### config.mk
export PLATFORM = sky130hd
export DESIGN_NAME = quoted_field_tokenizer_core
export DESIGN_NICKNAME = d
export VERILOG_FILES = /design/src/rtl/qft_pkg.sv /design/src/rtl/qft_front.sv /design/src/rtl/qft_cmd_fifo.sv /design/src/rtl/qft_back.sv /design/src/rtl/quoted_field_tokenizer_core.sv
export VERILOG_INCLUDE_DIRS = /design/src /design/src/rtl
export SDC_FILE = /design/constraint.sdc
export NUM_CORES = 1
export LEC_CHECK = 0
export BUFFER_PORTS_ARGS = -buffer_cell sky130_fd_sc_hd__buf_2
export CORE_ASPECT_RATIO = 0.9
export CORE_MARGIN = 3
export CORE_UTILIZATION = 56
export DETAILED_ROUTE_END_ITERATION = 12
export PLACE_DENSITY_LB_ADDON = 0.05
export SETUP_SLACK_MARGIN = 0.1
export SYNTH_ARGS = -nofsm -noshare
export SYNTH_HDL_FRONTEND = slang
export SYNTH_HIERARCHICAL = 1
export SYNTH_SLANG_ARGS = --single-unit
### constraint.sdc
create_clock -name clk -period 3.74 [get_ports clk]
set_clock_uncertainty 0.15 [all_clocks]
set_input_delay 0.748 -clock clk [delete_from_list [all_inputs] [get_ports clk]]
set_output_delay 0.748 -clock clk [all_outputs]
set_load 0.01 [all_outputs]
### src/rtl/assert_macros.svh
// Assertion macros shared by the tokenizer RTL.
// Needs a clock named clk and an active-low reset named rst_n in scope.
`ifndef ASSERT_MACROS_SVH
`define ASSERT_MACROS_SVH

// Clocked check, masked during reset
`define QFT_ASSERT(label, prop, msg) \
    label: assert property (@(posedge clk) disable iff (!rst_n) (prop)) else $error(msg);

// Clocked check that also runs while reset is asserted
`define QFT_ASSERT_ALWAYS(label, prop, msg) \
    label: assert property (@(posedge clk) (prop)) else $error(msg);

`endif

### src/rtl/qft_pkg.sv
// Shared types, constants and helpers for the quoted field tokenizer.
// No dependencies; every RTL module imports this package.
`default_nettype none

package qft_pkg;

    localparam int unsigned PENDING_DEPTH_DEF = 16;
    localparam int unsigned CMD_FIFO_DEPTH    = 4;

    localparam logic [7:0] NUL_CH      = 8'h00;
    localparam logic [7:0] QUOTE_CH    = 8'h22;
    localparam logic [7:0] CR_CH       = 8'h0D;
    localparam logic [7:0] LF_CH       = 8'h0A;
    localparam logic [7:0] DELIM_RESET = 8'h3A;

    // One command per input beat that needs work in the back end
    typedef struct packed {
        logic       store;    // park a trailing blank in the pending buffer
        logic       emit;     // flush pending blanks, then emit ch
        logic [7:0] ch;
        logic       fe1;      // field end from the byte itself
        logic       fe1_rec;  // ... which also closes the record
        logic       fe2;      // record end forced by end of line
        logic       ovf;      // sticky overflow as seen by this beat
    } qft_cmd_t;

    typedef enum logic [2:0] {
        BK_IDLE,
        BK_FLUSH,
        BK_CHAR,
        BK_FE1,
        BK_FE2
    } qft_bk_state_t;

    function automatic logic is_blank(input logic [7:0] c);
        return (c == 8'h20) || (c inside {[8'h09:8'h0D]});
    endfunction

endpackage

`default_nettype wire

### src/rtl/qft_front.sv
// Front end: accepts bytes, runs the quote/field/record rules, issues commands.
// Depends on qft_pkg.
`default_nettype none

module qft_front #(
    parameter int unsigned PENDING_DEPTH = qft_pkg::PENDING_DEPTH_DEF
) (
    input  wire logic             clk,
    input  wire logic             rst_n,
    input  wire logic             in_valid,
    output logic                  in_stall,
    input  wire logic [7:0]       in_byte,
    input  wire logic             end_of_line,
    input  wire logic             cfg_valid,
    output logic                  cfg_ready,
    input  wire logic [7:0]       cfg_data,
    input  wire logic             fifo_full,
    output logic                  push,
    output qft_pkg::qft_cmd_t     cmd
);
    import qft_pkg::*;

    localparam int unsigned CW = $clog2(PENDING_DEPTH + 1);

    logic [7:0]    delim_reg;
    logic          in_quotes_reg, in_quotes_next;
    logic          quote_pending_reg, quote_pending_next;
    logic          field_nonempty_reg, field_nonempty_next;
    logic          field_emitted_reg, field_emitted_next;
    logic [CW-1:0] pend_cnt_reg, pend_cnt_next;
    logic          line_done_reg, line_done_next;
    logic          overflow_reg, overflow_next;

    logic accept;
    logic consumed;
    logic ended;
    logic do_push;

    assign in_stall  = fifo_full;
    assign cfg_ready = 1'b1;
    assign accept    = in_valid && !in_stall;
    assign push      = accept && (cmd.store || cmd.emit || cmd.fe1 || cmd.fe2);

    always_comb
    begin
        in_quotes_next      = in_quotes_reg;
        quote_pending_next  = quote_pending_reg;
        field_nonempty_next = field_nonempty_reg;
        field_emitted_next  = field_emitted_reg;
        pend_cnt_next       = pend_cnt_reg;
        line_done_next      = line_done_reg;
        overflow_next       = overflow_reg;
        consumed            = 1'b0;
        ended               = 1'b0;
        do_push             = 1'b0;
        cmd                 = '0;
        cmd.ch              = in_byte;

        if (line_done_reg)
        begin
            // swallow the rest of the line; the end_of_line beat rearms
            if (end_of_line)
            begin
                line_done_next      = 1'b0;
                in_quotes_next      = 1'b0;
                quote_pending_next  = 1'b0;
                field_nonempty_next = 1'b0;
                field_emitted_next  = 1'b0;
                pend_cnt_next       = '0;
            end
        end
        else
        begin
            // one-byte lookahead on a quote inside quotes
            if (quote_pending_reg)
            begin
                quote_pending_next = 1'b0;
                if (in_byte == QUOTE_CH)
                begin
                    do_push  = 1'b1;
                    consumed = 1'b1;
                end
                else
                begin
                    in_quotes_next = 1'b0;
                end
            end

            if (!consumed)
            begin
                if (in_byte == NUL_CH)
                begin
                    cmd.fe1     = 1'b1;
                    cmd.fe1_rec = 1'b1;
                    ended       = 1'b1;
                end
                else if (!in_quotes_next && !field_nonempty_reg && in_byte == QUOTE_CH)
                begin
                    in_quotes_next = 1'b1;
                end
                else if (in_quotes_next && in_byte == QUOTE_CH)
                begin
                    quote_pending_next = 1'b1;
                end
                else if (!in_quotes_next && in_byte == delim_reg)
                begin
                    cmd.fe1 = 1'b1;
                end
                else if (!in_quotes_next && (in_byte == CR_CH || in_byte == LF_CH))
                begin
                    cmd.fe1     = 1'b1;
                    cmd.fe1_rec = 1'b1;
                    ended       = 1'b1;
                end
                else
                begin
                    do_push = 1'b1;
                end
            end

            if (do_push)
            begin
                field_nonempty_next = 1'b1;
                if (is_blank(in_byte))
                begin
                    // leading blanks vanish; trailing ones wait for a later char
                    if (field_emitted_reg)
                    begin
                        if (pend_cnt_reg < CW'(PENDING_DEPTH))
                        begin
                            cmd.store     = 1'b1;
                            pend_cnt_next = pend_cnt_reg + CW'(1);
                        end
                        else
                        begin
                            overflow_next = 1'b1;
                        end
                    end
                end
                else
                begin
                    cmd.emit           = 1'b1;
                    pend_cnt_next      = '0;
                    field_emitted_next = 1'b1;
                end
            end

            if (cmd.fe1)
            begin
                field_nonempty_next = 1'b0;
                field_emitted_next  = 1'b0;
                pend_cnt_next       = '0;
                if (cmd.fe1_rec)
                begin
                    in_quotes_next     = 1'b0;
                    quote_pending_next = 1'b0;
                end
            end

            if (ended)
            begin
                if (!end_of_line)
                begin
                    line_done_next = 1'b1;
                end
            end
            else if (end_of_line)
            begin
                quote_pending_next  = 1'b0;
                in_quotes_next      = 1'b0;
                field_nonempty_next = 1'b0;
                field_emitted_next  = 1'b0;
                pend_cnt_next       = '0;
                cmd.fe2             = 1'b1;
                cmd.store           = 1'b0;  // the field is cleared anyway
            end
        end

        cmd.ovf = overflow_next;
    end

    always_ff @(posedge clk or negedge rst_n)
    begin
        if (!rst_n)
        begin
            delim_reg          <= DELIM_RESET;
            in_quotes_reg      <= 1'b0;
            quote_pending_reg  <= 1'b0;
            field_nonempty_reg <= 1'b0;
            field_emitted_reg  <= 1'b0;
            pend_cnt_reg       <= '0;
            line_done_reg      <= 1'b0;
            overflow_reg       <= 1'b0;
        end
        else
        begin
            if (cfg_valid && cfg_ready)
            begin
                delim_reg <= cfg_data;
            end
            if (accept)
            begin
                in_quotes_reg      <= in_quotes_next;
                quote_pending_reg  <= quote_pending_next;
                field_nonempty_reg <= field_nonempty_next;
                field_emitted_reg  <= field_emitted_next;
                pend_cnt_reg       <= pend_cnt_next;
                line_done_reg      <= line_done_next;
                overflow_reg       <= overflow_next;
            end
        end
    end

endmodule

`default_nettype wire

### src/rtl/qft_cmd_fifo.sv
// Short command queue between the front and back ends.
// Depends on qft_pkg (command type and depth).
`default_nettype none

module qft_cmd_fifo (
    input  wire logic              clk,
    input  wire logic              rst_n,
    input  wire logic              push,
    input  wire qft_pkg::qft_cmd_t din,
    input  wire logic              pop,
    output qft_pkg::qft_cmd_t      head,
    output logic                   full,
    output logic                   empty
);
    import qft_pkg::*;

    localparam int unsigned PW = $clog2(CMD_FIFO_DEPTH);
    localparam int unsigned NW = $clog2(CMD_FIFO_DEPTH + 1);

    qft_cmd_t      slot_reg [CMD_FIFO_DEPTH];
    logic [PW-1:0] wr_ptr_reg;
    logic [PW-1:0] rd_ptr_reg;
    logic [NW-1:0] fill_reg;

    assign full  = (fill_reg == NW'(CMD_FIFO_DEPTH));
    assign empty = (fill_reg == '0);
    assign head  = slot_reg[rd_ptr_reg];

    always_ff @(posedge clk)
    begin
        if (push)
        begin
            slot_reg[wr_ptr_reg] <= din;
        end
    end

    always_ff @(posedge clk or negedge rst_n)
    begin
        if (!rst_n)
        begin
            wr_ptr_reg <= '0;
            rd_ptr_reg <= '0;
            fill_reg   <= '0;
        end
        else
        begin
            if (push)
            begin
                wr_ptr_reg <= (wr_ptr_reg == PW'(CMD_FIFO_DEPTH - 1)) ? '0 : wr_ptr_reg + PW'(1);
            end
            if (pop)
            begin
                rd_ptr_reg <= (rd_ptr_reg == PW'(CMD_FIFO_DEPTH - 1)) ? '0 : rd_ptr_reg + PW'(1);
            end
            if (push && !pop)
            begin
                fill_reg <= fill_reg + NW'(1);
            end
            else if (pop && !push)
            begin
                fill_reg <= fill_reg - NW'(1);
            end
        end
    end

endmodule

`default_nettype wire

### src/rtl/qft_back.sv
// Back end: runs queued commands, owns the pending-blank memory, drives results.
// Depends on qft_pkg.
`default_nettype none

module qft_back #(
    parameter int unsigned PENDING_DEPTH = qft_pkg::PENDING_DEPTH_DEF
) (
    input  wire logic              clk,
    input  wire logic              rst_n,
    input  wire qft_pkg::qft_cmd_t head,
    input  wire logic              empty,
    output logic                   pop,
    output logic                   out_valid,
    input  wire logic              out_stall,
    output logic [7:0]             out_char,
    output logic                   char_valid,
    output logic                   field_end,
    output logic                   record_end,
    output logic                   overflow,
    output logic                   last_of_run
);
    import qft_pkg::*;

    localparam int unsigned CW = $clog2(PENDING_DEPTH + 1);
    localparam int unsigned IW = (PENDING_DEPTH > 1) ? $clog2(PENDING_DEPTH) : 1;

    qft_bk_state_t state_reg, state_next;
    qft_cmd_t      cmd_reg;
    logic [IW-1:0] idx_reg, idx_next;
    logic [CW-1:0] cnt_reg, cnt_next;
    logic [7:0]    pend_mem [PENDING_DEPTH];
    logic [7:0]    rd_data_reg;
    logic [IW-1:0] rd_addr;
    logic          mem_we;

    logic          slot_free;
    logic          flush_last;
    logic          res_load;
    logic [7:0]    res_char;
    logic          res_cv;
    logic          res_fe;
    logic          res_re;
    logic          res_last;

    logic          out_valid_reg;
    logic [7:0]    out_char_reg;
    logic          char_valid_reg;
    logic          field_end_reg;
    logic          record_end_reg;
    logic          overflow_reg;
    logic          last_of_run_reg;

    assign slot_free  = !out_valid_reg || !out_stall;
    assign flush_last = ((CW'(idx_reg) + CW'(1)) == cnt_reg);

    // next state
    always_comb
    begin
        state_next = state_reg;
        case (state_reg)
            BK_IDLE:
            begin
                if (!empty)
                begin
                    if (head.emit)
                    begin
                        state_next = (cnt_reg != '0) ? BK_FLUSH : BK_CHAR;
                    end
                    else if (head.fe1)
                    begin
                        state_next = BK_FE1;
                    end
                    else if (head.fe2)
                    begin
                        state_next = BK_FE2;
                    end
                end
            end
            BK_FLUSH:
            begin
                if (slot_free && flush_last)
                begin
                    state_next = BK_CHAR;
                end
            end
            BK_CHAR, BK_FE1:
            begin
                if (slot_free)
                begin
                    state_next = cmd_reg.fe2 ? BK_FE2 : BK_IDLE;
                end
            end
            BK_FE2:
            begin
                if (slot_free)
                begin
                    state_next = BK_IDLE;
                end
            end
            default:
            begin
                state_next = BK_IDLE;
            end
        endcase
    end

    // outputs and datapath control
    always_comb
    begin
        pop      = 1'b0;
        mem_we   = 1'b0;
        res_load = 1'b0;
        res_char = '0;
        res_cv   = 1'b0;
        res_fe   = 1'b0;
        res_re   = 1'b0;
        res_last = 1'b0;
        idx_next = idx_reg;
        cnt_next = cnt_reg;
        rd_addr  = '0;
        case (state_reg)
            BK_IDLE:
            begin
                idx_next = '0;
                if (!empty)
                begin
                    pop = 1'b1;
                    if (head.store && !head.emit && !head.fe1 && !head.fe2)
                    begin
                        mem_we   = 1'b1;
                        cnt_next = cnt_reg + CW'(1);
                    end
                end
            end
            BK_FLUSH:
            begin
                // read data always tracks idx_reg; prefetch the next entry on a beat
                rd_addr = idx_reg;
                if (slot_free)
                begin
                    res_load = 1'b1;
                    res_char = rd_data_reg;
                    res_cv   = 1'b1;
                    if (!flush_last)
                    begin
                        idx_next = idx_reg + IW'(1);
                        rd_addr  = idx_reg + IW'(1);
                    end
                end
            end
            BK_CHAR:
            begin
                if (slot_free)
                begin
                    res_load = 1'b1;
                    res_char = cmd_reg.ch;
                    res_cv   = 1'b1;
                    res_last = !cmd_reg.fe2;
                    cnt_next = '0;
                end
            end
            BK_FE1:
            begin
                if (slot_free)
                begin
                    res_load = 1'b1;
                    res_fe   = 1'b1;
                    res_re   = cmd_reg.fe1_rec;
                    res_last = !cmd_reg.fe2;
                    cnt_next = '0;
                end
            end
            BK_FE2:
            begin
                if (slot_free)
                begin
                    res_load = 1'b1;
                    res_fe   = 1'b1;
                    res_re   = 1'b1;
                    res_last = 1'b1;
                    cnt_next = '0;
                end
            end
            default:
            begin
                idx_next = '0;
            end
        endcase
    end

    always_ff @(posedge clk)
    begin
        if (mem_we)
        begin
            pend_mem[cnt_reg[IW-1:0]] <= head.ch;
        end
        rd_data_reg <= pend_mem[rd_addr];
        if (pop)
        begin
            cmd_reg <= head;
        end
        if (res_load)
        begin
            out_char_reg    <= res_char;
            char_valid_reg  <= res_cv;
            field_end_reg   <= res_fe;
            record_end_reg  <= res_re;
            overflow_reg    <= cmd_reg.ovf;
            last_of_run_reg <= res_last;
        end
    end

    always_ff @(posedge clk or negedge rst_n)
    begin
        if (!rst_n)
        begin
            state_reg     <= BK_IDLE;
            idx_reg       <= '0;
            cnt_reg       <= '0;
            out_valid_reg <= 1'b0;
        end
        else
        begin
            state_reg <= state_next;
            idx_reg   <= idx_next;
            cnt_reg   <= cnt_next;
            if (res_load)
            begin
                out_valid_reg <= 1'b1;
            end
            else if (!out_stall)
            begin
                out_valid_reg <= 1'b0;
            end
        end
    end

    assign out_valid   = out_valid_reg;
    assign out_char    = out_char_reg;
    assign char_valid  = char_valid_reg;
    assign field_end   = field_end_reg;
    assign record_end  = record_end_reg;
    assign overflow    = overflow_reg;
    assign last_of_run = last_of_run_reg;

endmodule

`default_nettype wire

### src/rtl/quoted_field_tokenizer_core.sv
// Top level of the quoted field tokenizer: front end, command queue, back end.
// Depends on qft_pkg, qft_front, qft_cmd_fifo, qft_back and assert_macros.svh.
//
//   channel | handshake             | payload
//   --------+-----------------------+--------------------------------------------
//   in      | in_valid / in_stall   | in_byte, end_of_line
//   out     | out_valid / out_stall | out_char, char_valid, field_end, record_end,
//           |                       | overflow, last_of_run
//   cfg     | cfg_valid / cfg_ready | cfg_data (delimiter)
//
// The front end takes one byte a cycle while the 4-entry command queue has room.
// The back end pops each queued command in its idle state, then drives one result
// per parked blank, one for the character and one per field end; a store command only
// parks its blank, and dropped blanks and quotes queue no command of their own.
// Reset is asynchronous and needs no clearing pass; the delimiter returns to ':'.
// out_stall holds the output register; a full queue raises in_stall.
`default_nettype none
`include "assert_macros.svh"

module quoted_field_tokenizer_core #(
    parameter int unsigned PENDING_DEPTH = qft_pkg::PENDING_DEPTH_DEF
) (
    input  wire logic       clk,
    input  wire logic       rst_n,
    input  wire logic       in_valid,
    output logic            in_stall,
    input  wire logic [7:0] in_byte,
    input  wire logic       end_of_line,
    output logic            out_valid,
    input  wire logic       out_stall,
    output logic [7:0]      out_char,
    output logic            char_valid,
    output logic            field_end,
    output logic            record_end,
    output logic            overflow,
    output logic            last_of_run,
    input  wire logic       cfg_valid,
    output logic            cfg_ready,
    input  wire logic [7:0] cfg_data
);
    import qft_pkg::*;

    qft_cmd_t push_cmd;
    qft_cmd_t head_cmd;
    logic     fifo_push;
    logic     fifo_pop;
    logic     fifo_full;
    logic     fifo_empty;

    qft_front #(
        .PENDING_DEPTH (PENDING_DEPTH)
    ) u_front (
        .clk         (clk),
        .rst_n       (rst_n),
        .in_valid    (in_valid),
        .in_stall    (in_stall),
        .in_byte     (in_byte),
        .end_of_line (end_of_line),
        .cfg_valid   (cfg_valid),
        .cfg_ready   (cfg_ready),
        .cfg_data    (cfg_data),
        .fifo_full   (fifo_full),
        .push        (fifo_push),
        .cmd         (push_cmd)
    );

    qft_cmd_fifo u_fifo (
        .clk   (clk),
        .rst_n (rst_n),
        .push  (fifo_push),
        .din   (push_cmd),
        .pop   (fifo_pop),
        .head  (head_cmd),
        .full  (fifo_full),
        .empty (fifo_empty)
    );

    qft_back #(
        .PENDING_DEPTH (PENDING_DEPTH)
    ) u_back (
        .clk         (clk),
        .rst_n       (rst_n),
        .head        (head_cmd),
        .empty       (fifo_empty),
        .pop         (fifo_pop),
        .out_valid   (out_valid),
        .out_stall   (out_stall),
        .out_char    (out_char),
        .char_valid  (char_valid),
        .field_end   (field_end),
        .record_end  (record_end),
        .overflow    (overflow),
        .last_of_run (last_of_run)
    );

    `QFT_ASSERT(a_no_push_when_full, fifo_push |-> !fifo_full, "command pushed into full queue")
    `QFT_ASSERT(a_no_pop_when_empty, fifo_pop |-> !fifo_empty, "command popped from empty queue")
    `QFT_ASSERT(a_record_closes_field, (out_valid && record_end) |-> (field_end && !char_valid), "record end beat without field end")
    `QFT_ASSERT(a_overflow_sticky, (out_valid && !out_stall && overflow) |=> (!out_valid || overflow), "overflow flag dropped")

endmodule

`default_nettype wire

-- Yosys cells after proc, flatten, opt, wreduce, memory -nomap -nowiden
Memory sizes are Yosys's and may differ from the RTL's. A register that Yosys moved wholly into a read port is not among the register bits.
Cells that the tools add are included.
- register bits: 63
- memory bits (writable): 184
- bits of input ports: 22
- output and inout port bits: 16
- word-level logic and storage cells: 232
- memories kept: 2
- $add $sub $neg: 8
- order comparisons: 3
- equality and inequality tests: 22
- multiplexer cells: 127
- reductions and logical operators: 45
- memories (memory ; depth ; bits a word ; rd ports ; clocked after Yosys merged registers in ; write ports ; line ; RTL):
    u_back.pend_mem ; 16 ; 8 ; 1 ; 1 ; 1 ; qft_back.sv:31 ; logic [7:0] pend_mem [PENDING_DEPTH];
    u_fifo.slot_reg ; 4 ; 14 ; 1 ; 0 ; 1 ; qft_cmd_fifo.sv:20 ; qft_cmd_t slot_reg [CMD_FIFO_DEPTH];
- operators by type and width (kind ; number):
    1-bit 2-to-1 mux ; 82
    5-bit 2-to-1 mux ; 12
    3-bit 2-to-1 mux ; 11
    2-bit 2-to-1 mux ; 11
    8-bit by 4-bit equality test with 1-bit output (second input constant) ; 2
    8-bit by 6-bit equality test with 1-bit output (second input constant) ; 2
    8-bit 2-to-1 mux ; 2
    8-bit case mux with 2 select lines ; 1
    1-bit logical AND ; 14
    4-bit 2-to-1 mux ; 3
    2-bit by 1-bit != test with 1-bit output (second input constant) ; 6
    3-bit case mux with 4 select lines ; 1
    1-bit logical NOT ; 11
    5-bit by 1-bit adder with 5-bit output (second input constant) ; 2
    5-bit case mux with 2 select lines ; 1
    8-bit equality test ; 1
    8-bit by 4-bit greater-or-equal comparator with 1-bit output (second input constant) ; 1
    8-bit by 4-bit less-or-equal comparator with 1-bit output (second input constant) ; 1
    8-bit logical NOT ; 1
    4-bit case mux with 2 select lines ; 1
    3-bit by 2-bit equality test with 1-bit output (second input constant) ; 2
    3-bit equality test (second input constant) ; 2
    3-bit logical NOT ; 2
    1-bit logical OR ; 6
    20 further kinds ; 27

-- Depth between registers and ports, before layout
Gate-level depths: netlist of the first run.
- word-level depth: 25
- mapped depth: 14
- gate-level depth less buffers: 13

-- Hierarchy
Netlist of the first run, hierarchy kept.
- by module, submodules not included (module ; instances ; cells an instance ; area an instance (um^2) ; sequential area each (um^2)):
    qft_back ; 1 ; 526 ; 7388.3 ; 5049.8
    qft_cmd_fifo ; 1 ; 110 ; 2468.6 ; 1856.8
    qft_front ; 1 ; 143 ; 1343.8 ; 480.5

-- Worst setup path before layout of the first run
No wires, ideal clock.
- path type: register -> register
- start point: register u_back.state_reg[0]
- end point: memory u_back.pend_mem[0][0] (enable)
- setup time: 383 ps
- arrival: 3283 ps
- data required time: 3207 ps
- path slack: -77 ps
- stages on the path, launching flop included: 7
- path buffers: 2
- period minus slack after synthesis: 3817 ps
- cell sequence: dfrtp_1 > clkbuf_1 > nor4_1 > and3_1 > clkbuf_1 > nand2_1 > nor3_1
- word-level cells in the longest chain between the ends: 4
- RTL lines (item ; line ; RTL):
    start: declaration ; qft_back.sv:27 ; qft_bk_state_t state_reg, state_next;
    start signal: assignment ; qft_back.sv:224 ; state_reg <= state_next;
    3-bit logical NOT ; qft_back.sv:121 ; case (state_reg)
    1-bit 2-to-1 mux ; qft_back.sv:121 ;
    1-bit 2-to-1 mux ; qft_back.sv:193 ; if (mem_we)
    1-bit 2-to-1 mux (implied by the code) ; qft_back.sv:195 ; pend_mem[cnt_reg[IW-1:0]] <= head.ch;
    end: declaration ; qft_back.sv:31 ;
No other way between the ends.

-- Worst setup path after layout of the first run
- start point: register u_back.idx_reg[0]
- end point: register u_back.rd_data_reg[4], read port of u_back.pend_mem
- word-level cells in the longest chain between the ends: 5
- elaborated cells between the ends (all ways): 6
- classes of those cells: 2 x add/sub; 1 x eq/ne; 3 x mux
- RTL lines (item ; line ; RTL):
    start: declaration ; qft_back.sv:29 ; logic [IW-1:0] idx_reg, idx_next;
    start signal: assignment ; qft_back.sv:225 ; idx_reg <= idx_next;
    4-bit by 1-bit adder with 5-bit output ; qft_back.sv:54 ; assign flush_last = ((CW'(idx_reg) + CW'(1)) == cnt_reg);
    5-bit equality test ; qft_back.sv:54 ;
    4-bit 2-to-1 mux ; qft_back.sv:144 ; if (!flush_last)
    4-bit 2-to-1 mux (*) ; -- ;
    4-bit 2-to-1 mux (*) ; qft_back.sv:121 ;
    end: declaration ; qft_back.sv:32 ; logic [7:0] rd_data_reg;
Mark *: on every way between the ends. The rest lies on a longest branch, timed or not.
A chain may end at the register's enable or synchronous reset.

==> results of run 1 <==
[critical path: cells and delay by family (launching register included)]
family          cells  cell delay, ps
simple gates        3             970
flops               1             390
fa+ha+maj           1             370
buf+inv             1             240
xor+xnor            1             170
compound gates      3             820
mux                 1             230
[cell families after synthesis]
| logic type | after synthesis |
|---|---|
| AOI/OAI and AO/OA | 164 |
| xor gates and xnor gates | 20 |
| adders and majority gates | 13 |
| buffers and inverters | 63 |
| DFF | 255 |
| muxes | 69 |
| other | 1 |
| and+or+nand+nor | 194 |
[metal layers]
layer,up-vias,GRT usage
met5,-,0
met4,0,0.0460
met3,33,0.0312
met2,263,0.330
met1,3413,0.337
li1,3135,-
[Yosys cell counts, types with 15 or more instances]
| library cell | instances |
|---|---|
| edfxtp_1 | 208 |
| and3_1 | 21 |
| dfrtp_1 | 35 |
| clkbuf_1 | 18 |
| o22ai_1 | 23 |
| nor2_1 | 52 |
| a21oi_1 | 32 |
| inv_1 | 15 |
| nor3_1 | 15 |
| nand2_1 | 44 |
| a21boi_0 | 16 |
| mux2i_1 | 41 |
| o21ai_0 | 28 |
[metrics by stage]
| step | area (um^2) | setup TNS (ps) | std cells | utilization |
|---|---|---|---|---|
| finish | 12700 | 0 | 1120 | 0.653 |
| global route | 12700 | 0 | 1120 | 0.653 |
| CTS | 12700 | 0 | 1120 | 0.653 |
| detailed placement | 11800 | -23.6 | 1072 | 0.610 |
| global placement | 11800 | 0 | 1072 | 0.610 |
| floorplan | 11200 | 0 | 779 | - |
[how the worst max path moves through the flow]
stage / from / endpoint / slack [ps] / cells after the start
after floorplan: in_byte[1] / u_fifo/fill_reg[2]$_DFFE_PN0P_ / 230 / 14
after global placement: in_byte[2] / u_fifo/fill_reg[2]$_DFFE_PN0P_ / 80 / 13
after detailed placement: in_byte[1] / u_fifo/fill_reg[2]$_DFFE_PN0P_ / -20 / 15
after CTS: u_back/idx_reg[0]$_DFFE_PN0P_ / u_back/rd_data_reg[4]$_DFF_P_ / 200 / 9
after global routing: u_back/idx_reg[0]$_DFFE_PN0P_ / u_back/rd_data_reg[4]$_DFF_P_ / 120 / 10
final: u_back/idx_reg[0]$_DFFE_PN0P_ / u_back/rd_data_reg[4]$_DFF_P_ / 250 / 10
[power by group]
group          switching (mW)  leakage [nW]  total, mW  internal, mW
Sequential              0.189          2.45       4.02          3.83
Combinational            1.31          1.62       2.01         0.702
Clock                    1.02         0.399       2.43          1.41
[final cells by class]
type,instances,share of cell area
Clock buffer,40,0.0603
Clock inverter,8,0.00435
Inverter,16,0.00474
Multi-Input combinational cell,461,0.274
Sequential cell,255,0.583
Tap cell,250,0.0247
Timing Repair Buffer,90,0.0482
==> flow_summary.ini, run 1 <==
[status]
status = complete, no violations

[cells_and_area]
seq_area_um2 = 7390
multiInputGateArea_um2 = 3470
largest_reg_flops = 128
fillCellCount = 1440
n_antenna_cell = 0
final_common_cell = edfxtp_1
syn2layout_area_growth_pct = 13.1
drive_above_1_share = 0.201
layout.nets = 885
layout_common_cells = edfxtp_1, buf_4, nor2_1, nand2_1, mux2i_1

[yosys]
synth-compound-area-share = 0.105
synth_top_area_frac = 0.558
yosys.area_share.adder = 0.0152
ys_warn_count = 6
ys_seq_area_frac = 0.660
syn_nets = 814
synth_ff_type = edfxtp_1
postSynthCellCount = 779
async_reset_ff_frac = 0.153
syn_area_um2 = 11200
synthTopCellsByArea = edfxtp_1, dfrtp_1, mux2i_1
synth_top_area_cell = edfxtp_1
synth_top_family_by_area = compound AO/OA/AOI/OAI gates
synthXorXnorAreaFrac = 0.0156
synth_mux_area_frac = 0.0826
synthSimpleGateAreaFrac = 0.0900
syn_area_per_cell_um2 = 14.4
synth.ff_latch_count = 255
yosys.cell_types.count = 86
synth-edff-count = 208

[die]
ioPinCount = 38
die_y_um = 140
die_area_um2 = 21700
start_util = 0.577
rows = 48
coreArea_um2 = 19400
die_w_um = 155

[place]
io_buffers = 36
dp_hpwl_mm = 16.1
gp_congestion = 0.831
dp_slack_ps = -23.6

[power_and_ir_drop]
power.density_nw_per_um2 = 668
vdd_drop_max_v = 0.000496
finalPower_mw = 8.46
power_leakage_nw = 4.47

[sta]
setup_viol = 0
whs_ps = 199
worst_pin_slew_ps = 916
period_share = 0.933
layout_setup_ws_ps = 249
timing.fmax_mhz = 286
drv_slew = 0
relSlewSlack = 0.390
rsz0062_at_grt = false
timing_hold_violations_final = 0
fin_crit_ps = 3490

[drt]
met3_length_mm = 1.64
wl_per_cell_um = 21.1
ant_nets = 0
routed.top_layer = met4
met2_length_mm = 10.6
drtIter0Drc = 674
dr.pass1.iters = 5
avgViaCountPerCell = 6.11
wl_met1_mm = 10.9
wl_mm = 23.7
routed-via-count = 6844
drc = 0

[critical_path]
path_cells = ha_1, xnor2_1, nand2_1, a2111oi_4, o211ai_2, nand2_2, buf_12, mux2i_1, o22ai_1, or4_1
r2r_cells = 10
crit_path_max_incr_delay_ps = 590
end_kind = flip-flop
r2r-start = u_back/idx_reg[0]$_DFFE_PN0P_
arrival_ps = 3720
required_ps = 3970
crit_path_top_delay_cell = or4_1
rrSetupSlack_ps = 250
critPathKind = flip-flop to flip-flop
cp_max_fo = 22
rr_endpoint = u_back/rd_data_reg[4]$_DFF_P_
start_kind = flip-flop

[clocking]
postCtsHoldBufs = 0
insertion_delay_ps = 530
cts_max_level = 1
post_cts_buffers = 0
clockRootBuffer = clkbuf_16
cts_buffers = 26
cts.repair.resized = 0
clock-sinks = 255
path_clk_slew_ps = 60
clockBufferDepth = 3
tritoncts = built

[grt]
grt_pass1_wl_mm = 36.9
grt_pass1_vias = 6531
grt_antenna_before_repair = 1
track_usage = 0.216
grt_max_degree = 40
grt_overflow_total = 0

[flow_run]
maxCapViolCount = 0

[worst_hold_path]
min_path_type = primary input to async pin
Power figures use the tool's default switching activity.
==> run 2: changes to the inputs <==
--- a/config.mk
+++ b/config.mk
@@ -9,10 +9,10 @@
 export BUFFER_PORTS_ARGS = -buffer_cell sky130_fd_sc_hd__buf_2
 export CORE_ASPECT_RATIO = 0.9
 export CORE_MARGIN = 3
-export CORE_UTILIZATION = 56
+export CORE_UTILIZATION = 50
 export DETAILED_ROUTE_END_ITERATION = 12
 export PLACE_DENSITY_LB_ADDON = 0.05
-export SETUP_SLACK_MARGIN = 0.1
+export SETUP_SLACK_MARGIN = 0.5
 export SYNTH_ARGS = -nofsm -noshare
 export SYNTH_HDL_FRONTEND = slang
 export SYNTH_HIERARCHICAL = 1
==> constraint.sdc (replaced) <==
create_clock -name clk -period 4.2 [get_ports clk]
set_clock_uncertainty 0.15 [all_clocks]
set_input_delay 0.84 -clock clk [delete_from_list [all_inputs] [get_ports clk]]
set_output_delay 0.84 -clock clk [all_outputs]
set_load 0.01 [all_outputs]
==> run 2 against run 1 <==
  * Clock power decreased by 11%
  * Critical path depth is the same
  * Register-to-register slack better by 400 ps
  * Via count down 3.1%
  * Hold slack better by 80 ps
  * Combinational power shrank 13%
  * Worst setup slack improved by 400 ps
  * Sequential share of layout area up 0.46 points
  * First-iteration DRC count decreased by 31%
  * Non-clock buffer count shrank 23
  * Wire length decreased by 0.86%
  * Clock-buffer cell count down 1
==> flow_summary.ini, run 2 (same netlist as run 1, synthesis figures left out) <==
[drt]
avgViaCountPerCell = 5.82
drc = 0
dr.pass1.iters = 5
drtIter0Drc = 466
routed-via-count = 6634
ant_nets = 0
wl_per_cell_um = 20.6
wl_mm = 23.5

[worst_hold_path]
min_path_type = flip-flop to flip-flop

[critical_path]
crit_path_top_delay_cell = or4_1
required_ps = 4420
cpLargestDelayFamily = compound AO/OA/AOI/OAI gates
end_kind = flip-flop
start_kind = flip-flop
cp_max_fo = 11
critPathKind = flip-flop to flip-flop
arrival_ps = 3770
path_cells = ha_2, and2b_1, o21bai_1, a2111oi_4, buf_4, nor2_4, nor4b_1, o31ai_4, a221oi_1, or4_1
crit_buf_inv = 1
crit_path_max_incr_delay_ps = 560

[clocking]
cts_buffers = 27
clock-sinks = 255
cts_max_level = 1
path_clk_slew_ps = 60
tritoncts = built
insertion_delay_ps = 530
clockRootBuffer = clkbuf_16
clockBufferDepth = 3

[cells_and_area]
fillCellCount = 1736
layout.nets = 863
layout_common_cells = edfxtp_1, nor2_1, nand2_1, mux2i_1, buf_2
fin_util = 0.576
final_common_cell = edfxtp_1
n_antenna_cell = 0
seq_area_um2 = 7390
drive_above_1_share = 0.187
fin_cells = 1140
syn2layout_area_growth_pct = 12.2
fin_area_um2 = 12600
multiInputGateArea_um2 = 3500
largest_reg_flops = 128

[power_and_ir_drop]
vdd_drop_max_v = 0.000381
power_leakage_nw = 4.35
finalPower_mw = 7.52
power.density_nw_per_um2 = 598

[status]
status = complete, no violations

[place]
dp_slack_ps = 14.0
gp_congestion = 0.863
dp_hpwl_mm = 16.2
io_buffers = 36
placedInstanceArea_um2 = 11700
place_inst = 1088

[die]
die_area_um2 = 24200
die_y_um = 148
coreArea_um2 = 21800
ioPinCount = 38
die_w_um = 164
start_util = 0.513
rows = 51

[sta]
whs_ps = 279
relSlewSlack = 0.372
setup_viol = 0
tns_ps = 0
layout_setup_ws_ps = 651
period_share = 0.845
timing_hold_violations_final = 0
worst_pin_slew_ps = 941
fin_crit_ps = 3550
timing.fmax_mhz = 282
drv_slew = 0
rsz0062_at_grt = false

[grt]
grt_pass1_wl_mm = 37.3
grt_overflow_total = 0
track_usage = 0.198
grt_max_degree = 40
grt_pass1_vias = 6635
grt_antenna_before_repair = 0

[flow_run]
maxCapViolCount = 0
[run 2: cell count changes in the layout (fill, tap and decap cells not counted), moves of 2 or more]
cell      change
clkinv_1      +2
nor3_2        +3
clkbuf_8      -2
nor3_1        -3
buf_4        -23
[run 2: layout make-up]
cell class	count	share of cell area
Sequential cell	255	0.588
Multi-Input combinational cell	461	0.278
Clock buffer	39	0.0605
Timing Repair Buffer	67	0.0348
Tap cell	291	0.0290
Clock inverter	11	0.00478
Inverter	16	0.00478
[run 2: path summary, 6_finish.rpt]
path                                                from                                to  slack [ps]  cells after the start
hold / removal               u_back/cmd_reg[0]$_DFFE_PP_         u_back/overflow$_DFFE_PP_         280                      0
setup reg to reg           u_back/idx_reg[1]$_DFFE_PN0P_     u_back/rd_data_reg[2]$_DFF_P_         650                     10
min in group asynchronous                          rst_n  u_front/delim_reg[2]$_DFFE_PN0P_         300                      1
max in group asynchronous                          rst_n     u_back/idx_reg[2]$_DFFE_PN0P_        2930                      1
hold reg to reg              u_back/cmd_reg[0]$_DFFE_PP_         u_back/overflow$_DFFE_PP_         280                      0
setup / recovery           u_back/idx_reg[1]$_DFFE_PN0P_     u_back/rd_data_reg[2]$_DFF_P_         650                     10
[run 2: routing by layer]
metal | part of all wire | track usage
met4 | 0.016 | 0.0385
met2 | 0.45 | 0.307
met5 | 0 | 0
met1 | 0.46 | 0.299
met3 | 0.066 | 0.0322
[run 2: timing repair]
action                                  in CTS  in global routing
pin swaps                                    1                  1
resized for setup                            2                  7
hold buffers                                 0                  0
endpoints found under the setup margin       1                 10
setup buffers                                0                  2
[run 2: power breakdown]
group | switching (mW) | internal, mW
clock network | 0.912 | 1.25
logic | 1.14 | 0.617
registers | 0.191 | 3.41
[run 2: worst reg2reg max path, delay by kind of cell, from the launching register on]
family                     cells  cell delay, ps
adders and majority gates      1             280
and+or+nand+nor                4            1070
AOI/OAI and AO/OA              4            1250
buffers and inverters          1             200
DFF                            1             460
